[src/rtl/core/gcnm_pkg.sv]
package gcnm_pkg;

    localparam int MAX_GENES   = 64;
    localparam int EPOW_STAGES = 4;
    localparam int LOG2_STAGES = 16;
    localparam int EXP_STAGES  = 16;
    localparam int WIN_STAGES  = 5;
    // input reg + om^5 + log2 (normalize + squarings) + exp (t, factors, shift) + window
    localparam int LATENCY = 1 + EPOW_STAGES + 1 + LOG2_STAGES + 1 + EXP_STAGES + 1
                             + WIN_STAGES;

    localparam logic [16:0] ONE_Q16 = 17'h10000;

    typedef enum logic [1:0] {
        CFG_GENE_LOW   = 2'd0,
        CFG_GENE_HIGH  = 2'd1,
        CFG_MUT_RATE   = 2'd2,
        CFG_TIME_RATIO = 2'd3
    } t_cfg_idx;

    // item context that travels along the pipeline
    typedef struct packed {
        logic               valid;
        logic               mutate;
        logic signed [31:0] gene;
        logic [15:0]        place;
        logic [15:0]        shape;
        logic [16:0]        expo;
    } t_side;

    function automatic logic [63:0] gcnm_isqrt(input logic [63:0] v);
        logic [63:0] rem;
        logic [63:0] res;
        logic [63:0] bit_w;
        rem   = v;
        res   = '0;
        bit_w = 64'h4000_0000_0000_0000;
        for (int i = 0; i < 32; i++) begin
            if (rem >= res + bit_w) begin
                rem = rem - (res + bit_w);
                res = (res >> 1) + bit_w;
            end else begin
                res = res >> 1;
            end
            bit_w = bit_w >> 2;
        end
        return res;
    endfunction

    // 2^-(2^-(idx+1)) in Q0.30, by repeated square roots of one half
    function automatic logic [29:0] gcnm_exp_factor(input int idx);
        logic [63:0] c;
        c = 64'd1 << 29;
        for (int i = 0; i <= idx; i++) begin
            c = gcnm_isqrt(c << 30);
        end
        return c[29:0];
    endfunction

endpackage

[src/rtl/core/gcnm_window.sv]
module gcnm_window (
    input  logic               i_clk,
    input  logic               i_rst_n,
    input  gcnm_pkg::t_side    i_side,
    input  logic [16:0]        i_pw,
    input  logic signed [31:0] i_gene_low,
    input  logic signed [31:0] i_gene_high,
    output logic               o_valid,
    output logic signed [31:0] o_child_gene,
    output logic               o_was_mutated
);
    import gcnm_pkg::*;

    // stage 1: window half width
    t_side       r1_side;
    logic [31:0] r1_delta;
    logic [16:0] n_d;
    logic [32:0] n_span;
    logic [48:0] n_dprod;

    always_comb begin
        n_d     = ONE_Q16 - i_pw;
        n_span  = (i_gene_high > i_gene_low) ?
                  33'(34'(i_gene_high) - 34'(i_gene_low)) : '0;
        n_dprod = 49'(n_span[31:0]) * 49'(n_d);
    end

    always_ff @(posedge i_clk) begin
        if (!i_rst_n) r1_side.valid <= 1'b0;
        else          r1_side <= i_side;
        r1_delta <= n_dprod[47:16];
    end

    // stage 2: clamp window to bounds
    t_side              r2_side;
    logic signed [31:0] r2_hi;
    logic signed [31:0] r2_lo;
    logic signed [33:0] n_hi;
    logic signed [33:0] n_lo;

    always_comb begin
        n_hi = 34'(r1_side.gene) + $signed({2'b00, r1_delta});
        n_lo = 34'(r1_side.gene) - $signed({2'b00, r1_delta});
        if (n_hi > 34'(i_gene_high)) n_hi = 34'(i_gene_high);
        if (n_lo < 34'(i_gene_low))  n_lo = 34'(i_gene_low);
    end

    always_ff @(posedge i_clk) begin
        if (!i_rst_n) r2_side.valid <= 1'b0;
        else          r2_side <= r1_side;
        r2_hi <= n_hi[31:0];
        r2_lo <= n_lo[31:0];
    end

    // stage 3: window width, may be negative for an out of bounds gene
    t_side              r3_side;
    logic signed [31:0] r3_lo;
    logic signed [32:0] r3_diff;

    always_ff @(posedge i_clk) begin
        if (!i_rst_n) r3_side.valid <= 1'b0;
        else          r3_side <= r2_side;
        r3_lo   <= r2_lo;
        r3_diff <= 33'(r2_hi) - 33'(r2_lo);
    end

    // stage 4: placement product
    t_side              r4_side;
    logic signed [31:0] r4_lo;
    logic signed [49:0] r4_prod;

    always_ff @(posedge i_clk) begin
        if (!i_rst_n) r4_side.valid <= 1'b0;
        else          r4_side <= r3_side;
        r4_lo   <= r3_lo;
        r4_prod <= 50'(r3_diff) * $signed({34'd0, r3_side.place});
    end

    // stage 5: divide by 65536 toward zero, pick result
    logic               r_valid;
    logic signed [31:0] r_child;
    logic               r_mut;
    logic [49:0]        n_mag;
    logic signed [49:0] n_q;
    logic signed [31:0] n_new;

    always_comb begin
        if (r4_prod < 0) begin
            n_mag = 50'(-r4_prod) >> 16;
            n_q   = -$signed(n_mag);
        end else begin
            n_mag = 50'(r4_prod) >> 16;
            n_q   = $signed(n_mag);
        end
        n_new = r4_lo + n_q[31:0];
    end

    always_ff @(posedge i_clk) begin
        if (!i_rst_n) r_valid <= 1'b0;
        else          r_valid <= r4_side.valid;
        r_child <= r4_side.mutate ? n_new : r4_side.gene;
        r_mut   <= r4_side.mutate;
    end

    assign o_valid       = r_valid;
    assign o_child_gene  = r_child;
    assign o_was_mutated = r_mut;

endmodule

[config.mk]
export PLATFORM = sky130hd
export DESIGN_NAME = gcnm_window
export DESIGN_NICKNAME = d
export VERILOG_FILES = /design/src/rtl/core/gcnm_pkg.sv /design/src/rtl/core/gcnm_window.sv
export SDC_FILE = /design/constraint.sdc
export NUM_CORES = 2
export LEC_CHECK = 0
export ABC_AREA = 1
export BUFFER_PORTS_ARGS = -buffer_cell sky130_fd_sc_hd__buf_2
export CAP_MARGIN = 0
export CORE_MARGIN = 1
export CORE_UTILIZATION = 35
export CTS_CLUSTER_SIZE = 25
export DETAILED_ROUTE_END_ITERATION = 12
export PLACE_DENSITY = 0.54
export SETUP_SLACK_MARGIN = 0.15
export SYNTH_ARGS = -nofsm -noshare
export SYNTH_HDL_FRONTEND = slang
export SYNTH_SLANG_ARGS = --single-unit
[constraint.sdc]
create_clock -name i_clk -period 14.63 [get_ports i_clk]
set_input_delay 3.6575 -clock i_clk [delete_from_list [all_inputs] [get_ports i_clk]]
set_output_delay 3.6575 -clock i_clk [all_outputs]
set_load 0.03 [all_outputs]
; ---- Yosys cells after proc, flatten, opt, wreduce, memory -nomap -nowiden
; Cells that the tools add are included.
[totals]
ff_bits = 461
out_inout_bits = 34
[op_classes]
n_addsub = 8
multipliers = 2
n_lt_le_gt_ge = 4
n_mux = 5
[op_table]
columns = operator, n
row1 = two-way mux 32 bit, 5
row2 = "< comparator 50 x 1 -> 1 bit, second input constant", 1
row3 = multiplier 33 x 17 -> 50 bit, 1
row4 = multiplier 32 x 17 -> 48 bit, 1
row5 = negator 48 bit, 1
row6 = adder 32 x 33 -> 34 bit, 1
row7 = greater-than comparator 34 x 32 -> 1 bit, 1
row8 = < comparator 34 x 32 -> 1 bit, 1
row9 = subtractor 32 x 33 -> 34 bit, 1
row10 = subtractor 32 x 32 -> 33 bit, 1
row11 = adder 32 bit, 1
row12 = greater-than comparator 32 bit, 1
row13 = negator 32 bit, 1
row14 = subtractor 32 bit, 1
row15 = "subtractor 17 bit, first input constant", 1

; ---- Logic depth before layout (Yosys ltp)
[logic_depth]
word_depth = 5
depth_mapped = 45
ltp_nobuf = 43

; ---- Worst setup path after synthesis
; OpenSTA, ideal clock, no wires.
[synth_timing]
kind = input -> register
start = input port i_gene_high[0]
end = register r1_delta[25]
t_arrival_ns = 10.537
required_time_ns = 14.558
path_slack_ns = 4.021
cell_stages = 37
path_buffers = 2
path_cell_list = inv_1 > ha_1 > inv_1 > fa_1 > nand2_1 > nand2_1 > a21oi_2 > o21ai_1 > nand2_1 > nand2_2 > nand2_1 > nand2_1 > nand2_1 > nand3_4 > buf_2 > nor2_1 > buf_4 > nand2_1 > fa_1 > inv_1 > fa_1 > fa_1 > fa_1 > fa_1 > inv_1 > fa_1 > inv_1 > ha_1 > nand2_1 > nor2_1 > inv_1 > nor4_1 > a21oi_1 > o21ai_0 > nand3_1 > nand2_1 > xor2_1
[synth_via]
elab_chain_len = 3
elab_cells_between_ends = 4
classes_between = add/sub (1) / mul (1) / order compare (1) / mux (1)
[synth_lines]
columns = element, line_no
row1 = start: declaration, gcnm_window.sv:7  ; input logic signed [31:0] i_gene_high,
row2 = subtractor 32 bit / greater-than comparator 32 bit (equally long branches), "gcnm_window.sv:24, gcnm_window.sv:23"
row3 = two-way mux 32 bit (*), gcnm_window.sv:23  ; n_span = (i_gene_high > i_gene_low) ?
row4 = multiplier 32 x 17 -> 48 bit (*), gcnm_window.sv:25  ; n_dprod = 49'(n_span[31:0]) * 49'(n_d);
row5 = via n_dprod[41], gcnm_window.sv:19  ; logic [48:0] n_dprod;
row6 = end signal: assignment, gcnm_window.sv:31  ; r1_delta <= n_dprod[47:16];
row7 = end: declaration, gcnm_window.sv:16  ; logic [31:0] r1_delta;
; The timed path passes the listed nets; every way through them passes the cells marked *.
; A chain may end at the register's enable or synchronous reset.

; ---- Final worst setup path
; Same ends and word-level chain as after synthesis.

==> summary.txt <==
Synthesis
  • Synth cell types: 60
  • Number of warning messages in the yosys log: 0
  • Synthesized area per cell: 7.96 um^2
  • Async set or reset register ratio after synthesis: 0
  • Sequential area share after synthesis: 0.180
  • EDFF count, synth: 180
  • Net count after synthesis: 9258
  • Flip-flop cell with the highest count after synthesis: sky130_fd_sc_hd__dfxtp_1
  • Synthesized flop and latch total: 460
  • Cell area after synthesis: 61100 um^2
  • Number of cells produced by synthesis: 7673

Timing
  • Final number of hold-violating endpoints: 0
  • Worst-Margin Slew: 1260 ps
  • Max Freq: 80.2 MHz
  • Worst relative slew slack: 0.156
  • Final setup violation count: 0
  • Largest clock skew in the final design: 63.3 ps
  • Worst path setup slack after routing: 2160 ps
  • Slew Limit Fails: 0
  • Post-route fraction of the period consumed by the critical path: 0.852
  • Setup TNS after final layout: 0 ps
  • RSZ-0062 raised after global routing: no
  • Crit path time final: 12470 ps

Worst hold path
  • Hold Path Cell Cnt: 0
  • Hold endpoint: r4_lo[20]
  • HP Start: r3_lo[20]
  • Kind of path behind the tightest hold check: register to register

Worst setup path
  • Maximum net fanout on the critical path: 17
  • Setup crit end kind: register
  • Launch instance of the worst register-to-register path: r3_diff[14]
  • Sum of buffers and inverters on the critical path: 9
  • Cell type of the slowest stage on the worst timing path: sky130_fd_sc_hd__inv_1
  • Delay-heaviest family, CP: adder cells
  • Number of gates on the worst path with buffers counted: 38
  • Reg2Reg Depth: 20
  • Nature of the critical path startpoint: input pin
  • Highest cell delay on the worst timing path: 580 ps
  • Worst EP required: 15220 ps
  • Slack of the worst reg-to-reg path: 7490 ps
  • Setup Crit Path Kind: input pin to register
  • Crit path DAT: 13060 ps
  • Cell occurring most often along the worst timing path: sky130_fd_sc_hd__nand2_1
  • Reg-to-Reg End: r4_prod[42]

Layout
  • Share of cells above drive strength 1: 0.0531
  • Synthesis-to-layout area growth: 8.21%
  • Number of cells in the finished layout apart from fillers: 10100
  • Most frequent standard cell in the layout excluding fill and tap cells: sky130_fd_sc_hd__inv_1
  • Final #Nets: 9296
  • Leading cell types in the layout, fill and taps excluded: sky130_fd_sc_hd__inv_1, sky130_fd_sc_hd__nand2_1, sky130_fd_sc_hd__fa_1
  • Fillers: 18100

Detailed routing
  • Highest routed layer: met4
  • Detail Route met3 WL: 8480 um
  • Count of vias placed by the detailed router: 48900
  • DRC violation total after the first TritonRoute iteration: 3120
  • Met2 routed wirelength: 98000 um
  • Detailed Route WL: 205000 um
  • Via density per instance: 4.85
  • Number of optimization iterations in the first detailed-route pass: 6
  • DRC Markers: 0
  • Met1 wire length: 87300 um
  • Antenna viol nets, final: 0
  • Detail-routed net length per standard cell: 20.3 um

Die
  • Std-Cell Core Area: 172000 um^2
  • Total Die Area: 176000 um^2
  • Rows: 152
  • Horizontal extent of the die: 420 um
  • Die Span Y: 420 um
  • Top-Level Pins: 200
  • Effective utilization at floorplan: 0.354

Clocking
  • H-tree lvl count: 2
  • Clock slew at the register clock pins of the worst setup and hold paths: 70 ps
  • Resize count post-CTS: 0
  • Worst-skew pair later-pin latency: 670 ps
  • Post-CTS Setup Repair Bufs: 0
  • Number of sinks handled by clock tree synthesis: 460
  • CTS root buffer: sky130_fd_sc_hd__clkbuf_16
  • Number of hold buffers added after cts: 0
  • Number of buffers on the longest clock path: 3
  • Number of buffers inserted during clock tree synthesis: 51
  • CTS tree: done

GRT
  • Antenna violations before repair: 25
  • Pin count of the biggest net entering global routing: 68
  • Total grt overflow: 0
  • Global-route wire length before repair: 312000 um
  • Via count of the first global-routing pass: 51600
  • Total Routing Usage GR: 0.236

Job
  • Number of violations of the max-capacitance limit: 0

Placed design
  • I/O Buffers: 166
  • Final weighted congestion in routability-driven placement: 0.995
  • Placed wire-length estimate after detailed placement: 172000 um
  • Dpl ws: 1500 ps
  • Post-placement cell count: 9968

Outcome
  • Status: finished clean
-- worst reg2reg max path: cells and delay by family (launching register included) --
| family | cells | cell delay [ps] |
|---|---|---|
| XOR/XNOR | 1 | 430 |
| flip-flops | 1 | 1070 |
| buffers and inverters | 4 | 220 |
| AND/OR/NAND/NOR | 1 | 210 |
| AO/OA/AOI/OAI | 7 | 1590 |
| adder cells (fa/ha/maj) | 7 | 3460 |
-- per-stage QoR --
stage / instance area [um^2] / util / hold WS (ps)
global route: 66100 / 0.383 / 329
global placement: 64300 / 0.373 / 311
floorplan: 61100 / - / 310
detailed placement: 64300 / 0.373 / 312
finish: 66100 / 0.383 / 314
CTS: 66100 / 0.383 / 321
-- how the worst max path moves through the flow --
stage              startpoint            to
2_1_floorplan  i_gene_high[0]  r1_delta[25]
3_3_place_gp   i_gene_high[0]  r1_delta[25]
3_5_place_dp   i_gene_high[0]  r1_delta[25]
4_1_cts        i_gene_high[0]  r1_delta[25]
5_1_grt        i_gene_high[0]  r1_delta[25]
6_report       i_gene_high[0]  r1_delta[25]
-- cell families (layout without fill, tap and decap cells) --
logic type      count (synthesis)  count (layout)  synth area share
fa+ha+maj                    1419            1419             0.408
xor+xnor                      234             234            0.0337
other cells                     0               9                 0
compound gates                786             786            0.0712
simple gates                 2655            2655             0.174
buf+inv                      2119            2200             0.133
flops                         460             460             0.180
-- cell usage after synthesis (all sizes together), types with 5 or more instances --
cell type / number / area [um^2]
a31oi: 49 / 307
nand4: 39 / 244
fa: 954 / 19100
or2: 20 / 125
a21o: 29 / 218
edfxtp: 180 / 5410
a21boi: 9 / 67.6
o221ai: 8 / 70.1
nand2: 1718 / 6470
a21oi: 345 / 1730
o211ai: 19 / 143
nand3: 158 / 876
clkbuf: 188 / 707
o31ai: 5 / 37.5
nor4: 18 / 125
o21bai: 13 / 97.6
nor2: 633 / 2420
ha: 465 / 5820
nor3: 56 / 302
xor2: 162 / 1430
o21a: 19 / 143
a221oi: 8 / 70.1
buf: 56 / 347
o21ai: 270 / 1360
inv: 1871 / 7030
dfxtp: 280 / 5610
nand3b: 7 / 52.6
xnor2: 72 / 631
-- layout make-up --
class,instances,area [um^2],share of cell area
multi-input cells,5094,42100,0.636
flip-flops and latches,460,11000,0.167
inverters,1875,7040,0.107
well taps,2310,2890,0.0437
clock buffers,63,1400,0.0211
repair buffers,229,1310,0.0199
clock inverters,33,359,0.00543
diodes,9,22.5,0.000341
-- metal layers --
| layer | vias up | global-route usage |
|---|---|---|
| li1 | 23000 | - |
| met1 | 24200 | 0.303 |
| met2 | 1281 | 0.402 |
| met3 | 334 | 0.0179 |
| met4 | 0 | 0.114 |
| met5 | - | 0 |
-- flip-flops by register name, indices dropped and copies added, names as in the netlist --
| name | cells |
|---|---|
| r4_side | 34 |
| r3_lo | 32 |
| r2_hi | 32 |
| r1_side | 50 |
| r3_side | 50 |
| r4_lo | 32 |
| r2_lo | 32 |
| r3_diff | 33 |
| r1_delta | 32 |
| r4_prod | 49 |
| o_was_mutated | 1 |
| r2_side | 50 |
| o_child_gene | 32 |
| o_valid | 1 |
Power is left out: the tool's default activity adds up to more than one toggle a clock period on the data nets, which glitch-free logic cannot reach.
